[config.mk]
export PLATFORM = sky130hd
export DESIGN_NAME = block_dist_index_translate
export DESIGN_NICKNAME = d
export VERILOG_FILES = /design/src/rtl/core/bdit_pkg.sv /design/src/rtl/core/bdit_decode.sv /design/src/rtl/core/bdit_rem_stage.sv /design/src/rtl/core/block_dist_index_translate.sv
export SDC_FILE = /design/constraint.sdc
export NUM_CORES = 2
export LEC_CHECK = 0
export ABC_AREA = 1
export BUFFER_PORTS_ARGS = -buffer_cell sky130_fd_sc_hd__buf_4
export CAP_MARGIN = 0
export CORE_MARGIN = 2
export CORE_UTILIZATION = 65
export CTS_CLUSTER_DIAMETER = 80
export CTS_CLUSTER_SIZE = 20
export DETAILED_ROUTE_END_ITERATION = 10
export GPL_ROUTABILITY_DRIVEN = 0
export PLACE_DENSITY_LB_ADDON = 0.12
export SYNTH_ARGS = -nofsm -noshare
export SYNTH_HDL_FRONTEND = slang
export SYNTH_HIERARCHICAL = 1
export SYNTH_SLANG_ARGS = --single-unit
[constraint.sdc]
create_clock -name clock -period 21 [get_ports clock]
set_input_delay 0 -clock clock [delete_from_list [all_inputs] [get_ports clock]]
set_output_delay 0 -clock clock [all_outputs]
set_load 0.02 [all_outputs]
[src/rtl/core/bdit_pkg.sv]
// shared types and constants for the block distribution index translator
`default_nettype none
package bdit_pkg;

   localparam int MAX_DIMS   = 4;
   localparam int INDEX_BITS = 16;
   localparam int VALUE_BITS = 18;
   localparam int WORK_BITS  = 20;
   localparam int DVD_BITS   = 18;
   localparam int DSR_BITS   = 16;
   localparam int REM_STAGES = DVD_BITS / 2;

   typedef enum logic [2:0] {
      OP_LOOP_START = 3'd0,
      OP_LOOP_STOP  = 3'd1,
      OP_G2L        = 3'd2,
      OP_G2L_GHOST  = 3'd3,
      OP_L2G        = 3'd4,
      OP_L2G_GHOST  = 3'd5
   } op_type;

   typedef enum logic [1:0] {
      ST_OK        = 2'd0,
      ST_BAD_DIM   = 2'd1,
      ST_ZERO_STEP = 2'd2,
      ST_NOT_OWNED = 2'd3
   } status_type;

   typedef enum logic [2:0] {
      CSR_NUM_DIMS     = 3'd0,
      CSR_ACTIVE       = 3'd1,
      CSR_LOW_BOUNDS   = 3'd2,
      CSR_HIGH_BOUNDS  = 3'd3,
      CSR_GHOST_COUNTS = 3'd4,
      CSR_GLOBAL_SIZES = 3'd5
   } csr_type;

   typedef struct packed {
      logic signed [WORK_BITS-1:0] pre;
      logic                        neg;
      logic [1:0]                  status;
      logic [DSR_BITS-1:0]         rem;
      logic [DVD_BITS-1:0]         dvd;
      logic [DSR_BITS-1:0]         dsr;
   } pipe_type;

endpackage
`default_nettype wire

[src/rtl/core/bdit_decode.sv]
// first stage: checks, bound lookup and base value ahead of the stride modulo
`default_nettype none
module bdit_decode (
   input  wire logic                         clock,
   input  wire logic                         reset,
   input  wire logic                         adv,
   input  wire logic                         in_valid,
   input  wire logic [2:0]                   op,
   input  wire logic [1:0]                   dim,
   input  wire logic signed [15:0]           index,
   input  wire logic signed [15:0]           stride,
   input  wire logic [2:0]                   num_dims,
   input  wire logic                         active,
   input  wire logic [63:0]                  low_bounds,
   input  wire logic [63:0]                  high_bounds,
   input  wire logic [31:0]                  ghost_counts,
   input  wire logic [63:0]                  global_sizes,
   output logic                              valid_ff,
   output bdit_pkg::pipe_type                pipe_ff
);
   import bdit_pkg::*;

   logic signed [WORK_BITS-1:0] idx, stp, lo, hi, g, gsz, size, ii, r, minus1;
   logic [15:0] lo_raw, hi_raw, gs_raw;
   pipe_type pipe_in;
   logic valid_in;

   assign valid_in = in_valid;

   always_comb begin
      lo_raw = low_bounds[16*dim +: 16];
      hi_raw = high_bounds[16*dim +: 16];
      gs_raw = global_sizes[16*dim +: 16];
      idx    = WORK_BITS'(index);
      stp    = WORK_BITS'(stride);
      lo     = WORK_BITS'($signed(lo_raw));
      hi     = WORK_BITS'($signed(hi_raw));
      g      = WORK_BITS'({1'b0, ghost_counts[8*dim +: 8]});
      gsz    = WORK_BITS'({1'b0, gs_raw});
      size   = hi - lo + WORK_BITS'(1);
      ii     = idx - g;
      r      = lo + ii;
      minus1 = -WORK_BITS'(1);

      pipe_in.pre    = minus1;
      pipe_in.neg    = 1'b0;
      pipe_in.status = ST_NOT_OWNED;
      pipe_in.rem    = '0;
      pipe_in.dvd    = '0;
      pipe_in.dsr    = DSR_BITS'(1);

      if (op > OP_L2G_GHOST) begin
         pipe_in.status = ST_NOT_OWNED;
      end else if ({1'b0, dim} >= num_dims) begin
         pipe_in.status = ST_BAD_DIM;
      end else if ((op == OP_LOOP_START || op == OP_LOOP_STOP) && stride == 16'sd0) begin
         pipe_in.status = ST_ZERO_STEP;
      end else if (!active) begin
         if ((op == OP_LOOP_START && stride > 0) || (op == OP_LOOP_STOP && stride < 0)) begin
            pipe_in.pre    = g;
            pipe_in.status = ST_OK;
         end
      end else begin
         case (op_type'(op))
            OP_LOOP_START: begin
               pipe_in.status = ST_OK;
               pipe_in.pre    = idx - lo + g;
               if (stride > 0 && idx < lo) begin
                  pipe_in.pre = stp - WORK_BITS'(1) + g;
                  pipe_in.neg = 1'b1;
                  pipe_in.dvd = DVD_BITS'(lo - idx - WORK_BITS'(1));
                  pipe_in.dsr = DSR_BITS'(stp);
               end else if (stride < 0 && idx > hi) begin
                  pipe_in.pre = hi - lo + stp + WORK_BITS'(1) + g;
                  pipe_in.dvd = DVD_BITS'(idx - hi - WORK_BITS'(1));
                  pipe_in.dsr = DSR_BITS'(-stp);
               end
            end
            OP_LOOP_STOP: begin
               pipe_in.status = ST_OK;
               if (stride > 0) begin
                  pipe_in.pre = ((idx < hi) ? idx : hi) - lo + g;
               end else begin
                  pipe_in.pre = ((idx > lo) ? idx : lo) - lo + g;
               end
            end
            OP_G2L: begin
               if (!(idx < lo || idx > hi)) begin
                  pipe_in.pre    = idx - lo + g;
                  pipe_in.status = ST_OK;
               end
            end
            OP_G2L_GHOST: begin
               if (!(idx < lo - g || idx > hi + g)) begin
                  pipe_in.pre    = idx - lo + g;
                  pipe_in.status = ST_OK;
               end
            end
            OP_L2G: begin
               if (!(ii < 0 || ii >= size)) begin
                  pipe_in.pre    = r;
                  pipe_in.status = ST_OK;
               end
            end
            OP_L2G_GHOST: begin
               if (!(ii < -g || ii >= size + g || r < 0 || r >= gsz)) begin
                  pipe_in.pre    = r;
                  pipe_in.status = ST_OK;
               end
            end
            default: begin
               pipe_in.status = ST_NOT_OWNED;
            end
         endcase
      end
   end

   always_ff @(posedge clock) begin
      if (reset) begin
         valid_ff <= 1'b0;
      end else if (adv) begin
         valid_ff <= valid_in;
      end
   end

   always_ff @(posedge clock) begin
      if (adv) begin
         pipe_ff <= pipe_in;
      end
   end

endmodule
`default_nettype wire

[src/rtl/core/bdit_rem_stage.sv]
// one stage of the stride remainder: two restoring steps
`default_nettype none
module bdit_rem_stage (
   input  wire logic                clock,
   input  wire logic                reset,
   input  wire logic                adv,
   input  wire logic                in_valid,
   input  wire bdit_pkg::pipe_type  pipe,
   output logic                     valid_ff,
   output bdit_pkg::pipe_type       pipe_ff
);
   import bdit_pkg::*;

   logic [DSR_BITS:0] t0, t1;
   logic [DSR_BITS-1:0] r0;
   pipe_type pipe_in;
   logic valid_in;

   assign valid_in = in_valid;

   always_comb begin
      t0 = {pipe.rem, pipe.dvd[DVD_BITS-1]};
      if (t0 >= {1'b0, pipe.dsr}) begin
         t0 = t0 - {1'b0, pipe.dsr};
      end
      r0 = t0[DSR_BITS-1:0];
      t1 = {r0, pipe.dvd[DVD_BITS-2]};
      if (t1 >= {1'b0, pipe.dsr}) begin
         t1 = t1 - {1'b0, pipe.dsr};
      end
      pipe_in     = pipe;
      pipe_in.rem = t1[DSR_BITS-1:0];
      pipe_in.dvd = {pipe.dvd[DVD_BITS-3:0], 2'b00};
   end

   always_ff @(posedge clock) begin
      if (reset) begin
         valid_ff <= 1'b0;
      end else if (adv) begin
         valid_ff <= valid_in;
      end
   end

   always_ff @(posedge clock) begin
      if (adv) begin
         pipe_ff <= pipe_in;
      end
   end

endmodule
`default_nettype wire

[src/rtl/core/block_dist_index_translate.sv]
// top level of the block distribution index translator
// a request passes the decode register, the stride remainder stages and the response register
// throughput: one transaction per cycle while the response is not stalled; the 9-stage stride remainder sets the depth
// the whole pipeline holds while the response register is full and stalled
// synchronous reset clears valid bits and loads register defaults (1 dim, active)
`default_nettype none
module block_dist_index_translate (
   input  wire logic               clock,
   input  wire logic               reset,
   input  wire logic               req_valid,
   output logic                    req_stall,
   input  wire logic [2:0]         req_op,
   input  wire logic [1:0]         req_dim,
   input  wire logic signed [15:0] req_index,
   input  wire logic signed [15:0] req_stride,
   output logic                    rsp_valid,
   input  wire logic               rsp_stall,
   output logic signed [17:0]      rsp_value,
   output logic [1:0]              rsp_status,
   input  wire logic               csr_valid,
   output logic                    csr_ready,
   input  wire logic [2:0]         csr_index,
   input  wire logic [63:0]        csr_data
);
   import bdit_pkg::*;

   logic [2:0]  num_dims_ff;
   logic        active_ff;
   logic [63:0] low_bounds_ff, high_bounds_ff, global_sizes_ff;
   logic [31:0] ghost_counts_ff;

   logic adv;
   logic     valid_pipe [REM_STAGES+1];
   pipe_type pipe_pipe  [REM_STAGES+1];

   logic                         rsp_valid_ff;
   logic signed [VALUE_BITS-1:0] rsp_value_ff, rsp_value_in;
   logic [1:0]                   rsp_status_ff;
   logic signed [WORK_BITS-1:0]  rem_ext;

   assign csr_ready = 1'b1;
   assign adv       = !rsp_valid_ff || !rsp_stall;
   assign req_stall = !adv;

   always_ff @(posedge clock) begin
      if (reset) begin
         num_dims_ff     <= 3'd1;
         active_ff       <= 1'b1;
         low_bounds_ff   <= '0;
         high_bounds_ff  <= '0;
         ghost_counts_ff <= '0;
         global_sizes_ff <= '0;
      end else if (csr_valid) begin
         case (csr_index)
            CSR_NUM_DIMS:     num_dims_ff     <= csr_data[2:0];
            CSR_ACTIVE:       active_ff       <= csr_data[0];
            CSR_LOW_BOUNDS:   low_bounds_ff   <= csr_data;
            CSR_HIGH_BOUNDS:  high_bounds_ff  <= csr_data;
            CSR_GHOST_COUNTS: ghost_counts_ff <= csr_data[31:0];
            CSR_GLOBAL_SIZES: global_sizes_ff <= csr_data;
            default: begin
            end
         endcase
      end
   end

   bdit_decode u_decode (
      .clock        (clock),
      .reset        (reset),
      .adv          (adv),
      .in_valid     (req_valid),
      .op           (req_op),
      .dim          (req_dim),
      .index        (req_index),
      .stride       (req_stride),
      .num_dims     (num_dims_ff),
      .active       (active_ff),
      .low_bounds   (low_bounds_ff),
      .high_bounds  (high_bounds_ff),
      .ghost_counts (ghost_counts_ff),
      .global_sizes (global_sizes_ff),
      .valid_ff     (valid_pipe[0]),
      .pipe_ff      (pipe_pipe[0])
   );

   for (genvar s = 0; s < REM_STAGES; s++) begin : g_rem
      bdit_rem_stage u_rem (
         .clock    (clock),
         .reset    (reset),
         .adv      (adv),
         .in_valid (valid_pipe[s]),
         .pipe     (pipe_pipe[s]),
         .valid_ff (valid_pipe[s+1]),
         .pipe_ff  (pipe_pipe[s+1])
      );
   end

   // apply the aligned remainder to the base value
   always_comb begin
      rem_ext = WORK_BITS'({1'b0, pipe_pipe[REM_STAGES].rem});
      if (pipe_pipe[REM_STAGES].neg) begin
         rsp_value_in = VALUE_BITS'(pipe_pipe[REM_STAGES].pre - rem_ext);
      end else begin
         rsp_value_in = VALUE_BITS'(pipe_pipe[REM_STAGES].pre + rem_ext);
      end
   end

   always_ff @(posedge clock) begin
      if (reset) begin
         rsp_valid_ff <= 1'b0;
      end else if (adv) begin
         rsp_valid_ff <= valid_pipe[REM_STAGES];
      end
   end

   always_ff @(posedge clock) begin
      if (adv) begin
         rsp_value_ff  <= rsp_value_in;
         rsp_status_ff <= pipe_pipe[REM_STAGES].status;
      end
   end

   assign rsp_valid  = rsp_valid_ff;
   assign rsp_value  = rsp_value_ff;
   assign rsp_status = rsp_status_ff;

endmodule
`default_nettype wire

# After elaboration in Yosys (flattened, before gate mapping)
# Index checks and enable logic that the tools add are counted.
# totals
word_cells	244
inputBits	109
register_bits	847
out_inout_bits	23
# op_classes
n_addsub	44
mux	43
bitwise_logic	2
eq_ne	10
shifts	4
reduce_logical	30
n_lt_le_gt_ge	34
# op_table
op	n
$ge A17 B16 Y1	17
$mux W16	18
$sub A16 B16 Y16	17
$mux W18	12
$shiftx A64 B7 Y16	3
$pmux W18 S6	1
$mux W34	2
$sub A16 B16 Y17	4
$add A18 B9 Y18	3
$ge A17 B20 Y1	2
$add A17 B9 Y18	2
$sub A18 B16 Y18	2
$sub A18 B2 Y18 const B	2
$sub A16 B9 Y17	2
$gt A16 B16 Y1	2
$lt A16 B16 Y1	2
$shiftx A32 B6 Y8	1
$add A20 B9 Y20	1
$lt A17 B20 Y1	1
$neg A8 Y20	1
$add A16 B17 Y18	1
$add A17 B16 Y18	1
$add A17 B2 Y18 const B	1
$add A18 B17 Y18	1
32 further kinds	68

# Logic depth before layout (Yosys ltp)
# depth
depth_word	13
depth_mapped	48
depth_no_buf	45

# Modules after synthesis
# The synthesis kept the hierarchy.
# modules_own_cells
module	seq_area_each_um2	cells_per_inst	instances	area_each_um2
bdit_rem_stage at g_rem[0].u_rem ...	2152.1	537	5	4689.5
bdit_decode	1731.7	3402	1	21010.2
block_dist_index_translate	5185.0	1289	1	9993.3
bdit_rem_stage at g_rem[6].u_rem ...	2152.1	501	2	4593.2
bdit_rem_stage at g_rem[8].u_rem	2152.1	518	1	4568.1
bdit_rem_stage at g_rem[5].u_rem	2152.1	505	1	4530.6

# Worst setup path before layout
# No wires, ideal clock.
# synth_path
kind	reg2reg
from	register rsp_valid_ff (netlist: rsp_valid)
to	register rsp_valid_ff (netlist: rsp_valid)
period_less_slack_ns	19.421
t_required_ns	20.865
slack_ns	1.579
arrival_ns	19.286
path_buffers	0
setup_ns	0.135
path_stages_with_launch	5
cell_sequence	dfxtp_1 nand2_1 inv_1 nor2_1 nor2_1
# synth_between
elab_chain_cells	2
# synth_lines
element	line_no	source
from (decl)	block_dist_index_translate.sv:36	logic rsp_valid_ff;
from (signal assigned)	block_dist_index_translate.sv:112	rsp_valid_ff <= valid_pipe[REM_STAGES];
$logic_not A1 Y1	block_dist_index_translate.sv:42	assign adv = !rsp_valid_ff || !rsp_stall;
$logic_or A1 B1 Y1	block_dist_index_translate.sv:42	
named net adv	block_dist_index_translate.sv:32	logic adv;
# The timed path passes the listed nets, and every way through them passes these cells.
# A chain may end at the register's enable or synchronous reset.

# Worst setup path after layout
# layout_path
from	input port req_dim[0]
to	register u_decode/pipe_ff[60] in the netlist's numbering (data pin)
# layout_between
elab_chain_cells	11
word_cells_on_any_way	56
cone_classes	add/sub: 18; order compare: 13; shift: 4; mux: 12; reduce/logical: 9
# layout_lines
element	line_no	source
from (decl)	block_dist_index_translate.sv:13	input wire logic [1:0] req_dim,
$shiftx A64 B7 Y16, on equally long branches	bdit_decode.sv:32, bdit_decode.sv:31	
$sub A16 B16 Y17	bdit_decode.sv:40, bdit_decode.sv:74	
$add A17 B2 Y18	bdit_decode.sv:40	size = hi - lo + WORK_BITS'(1);
$add A20 B9 Y20	bdit_decode.sv:106	if (!(ii < -g || ii >= size + g || r < 0 || r >= gsz)) begin
$ge A17 B20 Y1	bdit_decode.sv:106	
$logic_or A1 B1 Y1 (3 in a row)	bdit_decode.sv:106	
$mux W18	bdit_decode.sv:106	
$pmux W18 S6	bdit_decode.sv:64	case (op_type'(op))
$mux W18	bdit_decode.sv:58	end else if (!active) begin
to (signal assigned)	bdit_decode.sv:128	pipe_ff <= pipe_in;
to (decl)	bdit_decode.sv:19	output bdit_pkg::pipe_type pipe_ff
# Several ways; a longest one is shown, not always the timed one.

==> parameters.txt <==
Parameter                              Value

Setup path
  Most used cell along the critical path ... nand2_1
  Crit path launch type ... input port
  Worst path max stage delay ... 0.80 ns
  Arrival time of the worst setup path ... 8.41 ns
  Type of the worst setup path ... in -> reg
  Kind of end point of the critical path ... register
  Maximum fanout along the worst path ... 60
  Worst Path Required ... 21.41 ns
  Slowest stage cell on the critical path ... clkinv_2

Cells and area
  Highest-count cells in the layout ignoring fill and taps ... nand2_1 (2473), inv_1 (1135), nor2_1 (858)
  Net count, final ... 10.2k
  Multi-input combinational cell area ... 40000 um^2
  Fraction of final layout cells with drive strength greater than 1 ... 7.85%
  Fillcell total ... 8687
  Area used by sequential logic in the layout ... 23000 um^2
  Most common cell after layout, fill and taps aside ... nand2_1
  Syn-to-layout area delta ... 6.58%

Timing
  Worst-case headroom to the max-slew limit ... 15.1%
  Clock tree skew after final layout ... 0.0304 ns
  Post-Route Setup TNS ... 0 ns
  Final worst path period share ... 38.1%
  Maximum clock frequency ... 125 MHz
  Slew @ Worst Pin ... 1.27 ns
  Total setup violations reported at the end of the flow ... 0
  Crit path time final ... 8.00 ns
  Setup repair after global routing missed its margin ... no
  Max Transition Viols Final ... 0
  Hold violation count in the final report ... 0

Power and ir drop
  Net Switching ... 5.57 mW
  Worst VDD drop ... 231 uV
  Overall power consumption ... 10.9 mW
  Relative contribution of the clock network to total power ... 9.6%
  Leakage dissipation ... 34.6 nW
  P per Cell Area ... 149 nW/um^2
  Cell Int Power ... 5.36 mW
  Switching fraction of total power ... 51.0%
  Flop pwr share ... 22.3%
  Combinational group share of total power ... 68.1%

GRT
  Initial antenna violation count ... 13
  Wire length of the first global-routing pass ... 321000 um
  Number of global-route vias before repair ... 59.1k
  Maximum number of pins on one net before global-route repair ... 173
  Sum of overflow across all layers after global routing ... 0
  All-layer global routing usage ... 37.7%

Floorplan
  Standard-cell rows ... 119
  Placeable Area ... 105000 um^2
  Top-level port count ... 132
  Initial Util ... 65.5%
  Height of the die ... 330 um
  Area of the die ... 109000 um^2
  Horizontal extent of the die ... 330 um

Yosys
  Mean instance size in the synthesized netlist ... 7.50 um^2
  Cell count after synthesis ... 9191
  Netlist area before placement ... 69000 um^2
  Yosys warns ... 6

Clock network
  TritonCTS Sinks ... 847
  # Post-CTS Setup Buffers ... 0
  Buffer cell driving the clock tree root ... clkbuf_16
  TritonCTS clock tree ... built
  H-tree level count ... 2
  Clock latency reported for the late side of the worst-skew pair ... 0.67 ns
  Number of buffers between clock root and the deepest sink ... 3
  Inserted Clock Buffers ... 53
  Register clock-pin slew on the reported worst setup and hold paths ... 0.08 ns

Routing
  Routed Wire Length ... 209000 um
  Total vias in the final route ... 63.8k
  Number of vias per cell ... 5.93
  Average wire length per cell after detail routing ... 19.4 um
  Remaining antenna violation count after routing ... 0
  Count of unresolved DRC violations after routing ... 0
  Starting DRC count in detailed routing ... 7274
  First-pass DRT Iterations ... 10

Placement
  Total of buffers placed on input and output ports ... 130
  DPL Wire Length ... 160000 um

Run
  Total of max-cap violations ... 0

Status
  Result of the run ... complete, no violations

Worst hold path
  Class of the worst hold path ... in -> reg
[through the flow]
| stage | cell area [um^2] | util (%) | instances | setup slack [ns] | hold slack (ns) |
|---|---|---|---|---|---|
| floorplan | 69000 | - | 9206 | 4.31 | 0.0724 |
| global placement | 70700 | 67.2 | 10563 | 13.01 | 0.243 |
| detailed placement | 70700 | 67.2 | 10563 | 12.77 | 0.250 |
| CTS | 73500 | 69.8 | 10758 | 13.45 | 0.0408 |
| global route | 73500 | 69.8 | 10758 | 12.56 | 0.0675 |
| finish | 73500 | 69.8 | 10766 | 13.00 | 0.0841 |
[final timing paths]
path	from	to	slack [ns]	cells after the start
worst max-delay path	req_dim[0]	u_decode/pipe_ff[60]	13.00	41
worst min-delay path	req_index[1]	u_decode/pipe_ff[17]	0.08	3
worst max register to register	ghost_counts_ff[9]	u_decode/pipe_ff[60]	13.69	38
worst min register to register	g_rem[1].u_rem/pipe_ff[59]	g_rem[2].u_rem/pipe_ff[59]	0.41	0
[worst max-delay path: cells and delay by family]
kind / cells / cell delay [ns]
AND/OR/NAND/NOR: 26 / 3.55
adder cells (fa/ha/maj): 3 / 1.11
buffers and inverters: 8 / 2.64
XOR/XNOR: 1 / 0.58
AO/OA/AOI/OAI: 3 / 0.44
[sequential cells by signal (all words and copies together), names as in the netlist]
name                  cells
num_dims_ff               3
active_ff                 1
ghost_counts_ff          32
g_rem.u_rem/pipe_ff     533
u_decode/valid_ff         1
g_rem.u_rem/valid_ff      9
rsp_value                18
u_decode/pipe_ff         55
rsp_valid                 1
global_sizes_ff          64
high_bounds_ff           64
low_bounds_ff            64
rsp_status                2
[power groups by stage]
stage	Clock, mW	Sequential [mW]	Combinational, mW
final	1.05	2.43	7.44
after global routing	1.12	2.45	8.28
after CTS	1.07	2.43	7.27
after detailed placement	0	2.47	7.20
after global placement	0	2.46	7.04
after floorplan	0	2.40	5.76
[timing repair]
| item | 4_1_cts | 5_1_grt |
|---|---|---|
| gates resized for setup | 0 | 0 |
| endpoints found under the hold margin | 259 | 0 |
| hold buffers | 121 | 0 |
[per-layer routing]
layer / GRT usage [%] / wire (um)
met1: 47.4 / 80900
met5: 0 / 67
met2: 59.2 / 91200
met3: 7.50 / 20800
met4: 24.5 / 16300
[final cells by class]
cell class                      instances  share of cell area [%]
Multi-Input combinational cell       6937                    54.4
Sequential cell                       847                    31.3
Inverter                             1204                    6.15
Timing Repair Buffer                  305                    3.54
Tap cell                             1391                    2.37
Clock buffer                           56                    1.82
Clock inverter                         18                   0.318
Antenna cell                            8                  0.0272
(Power assumes the default switching activity.)
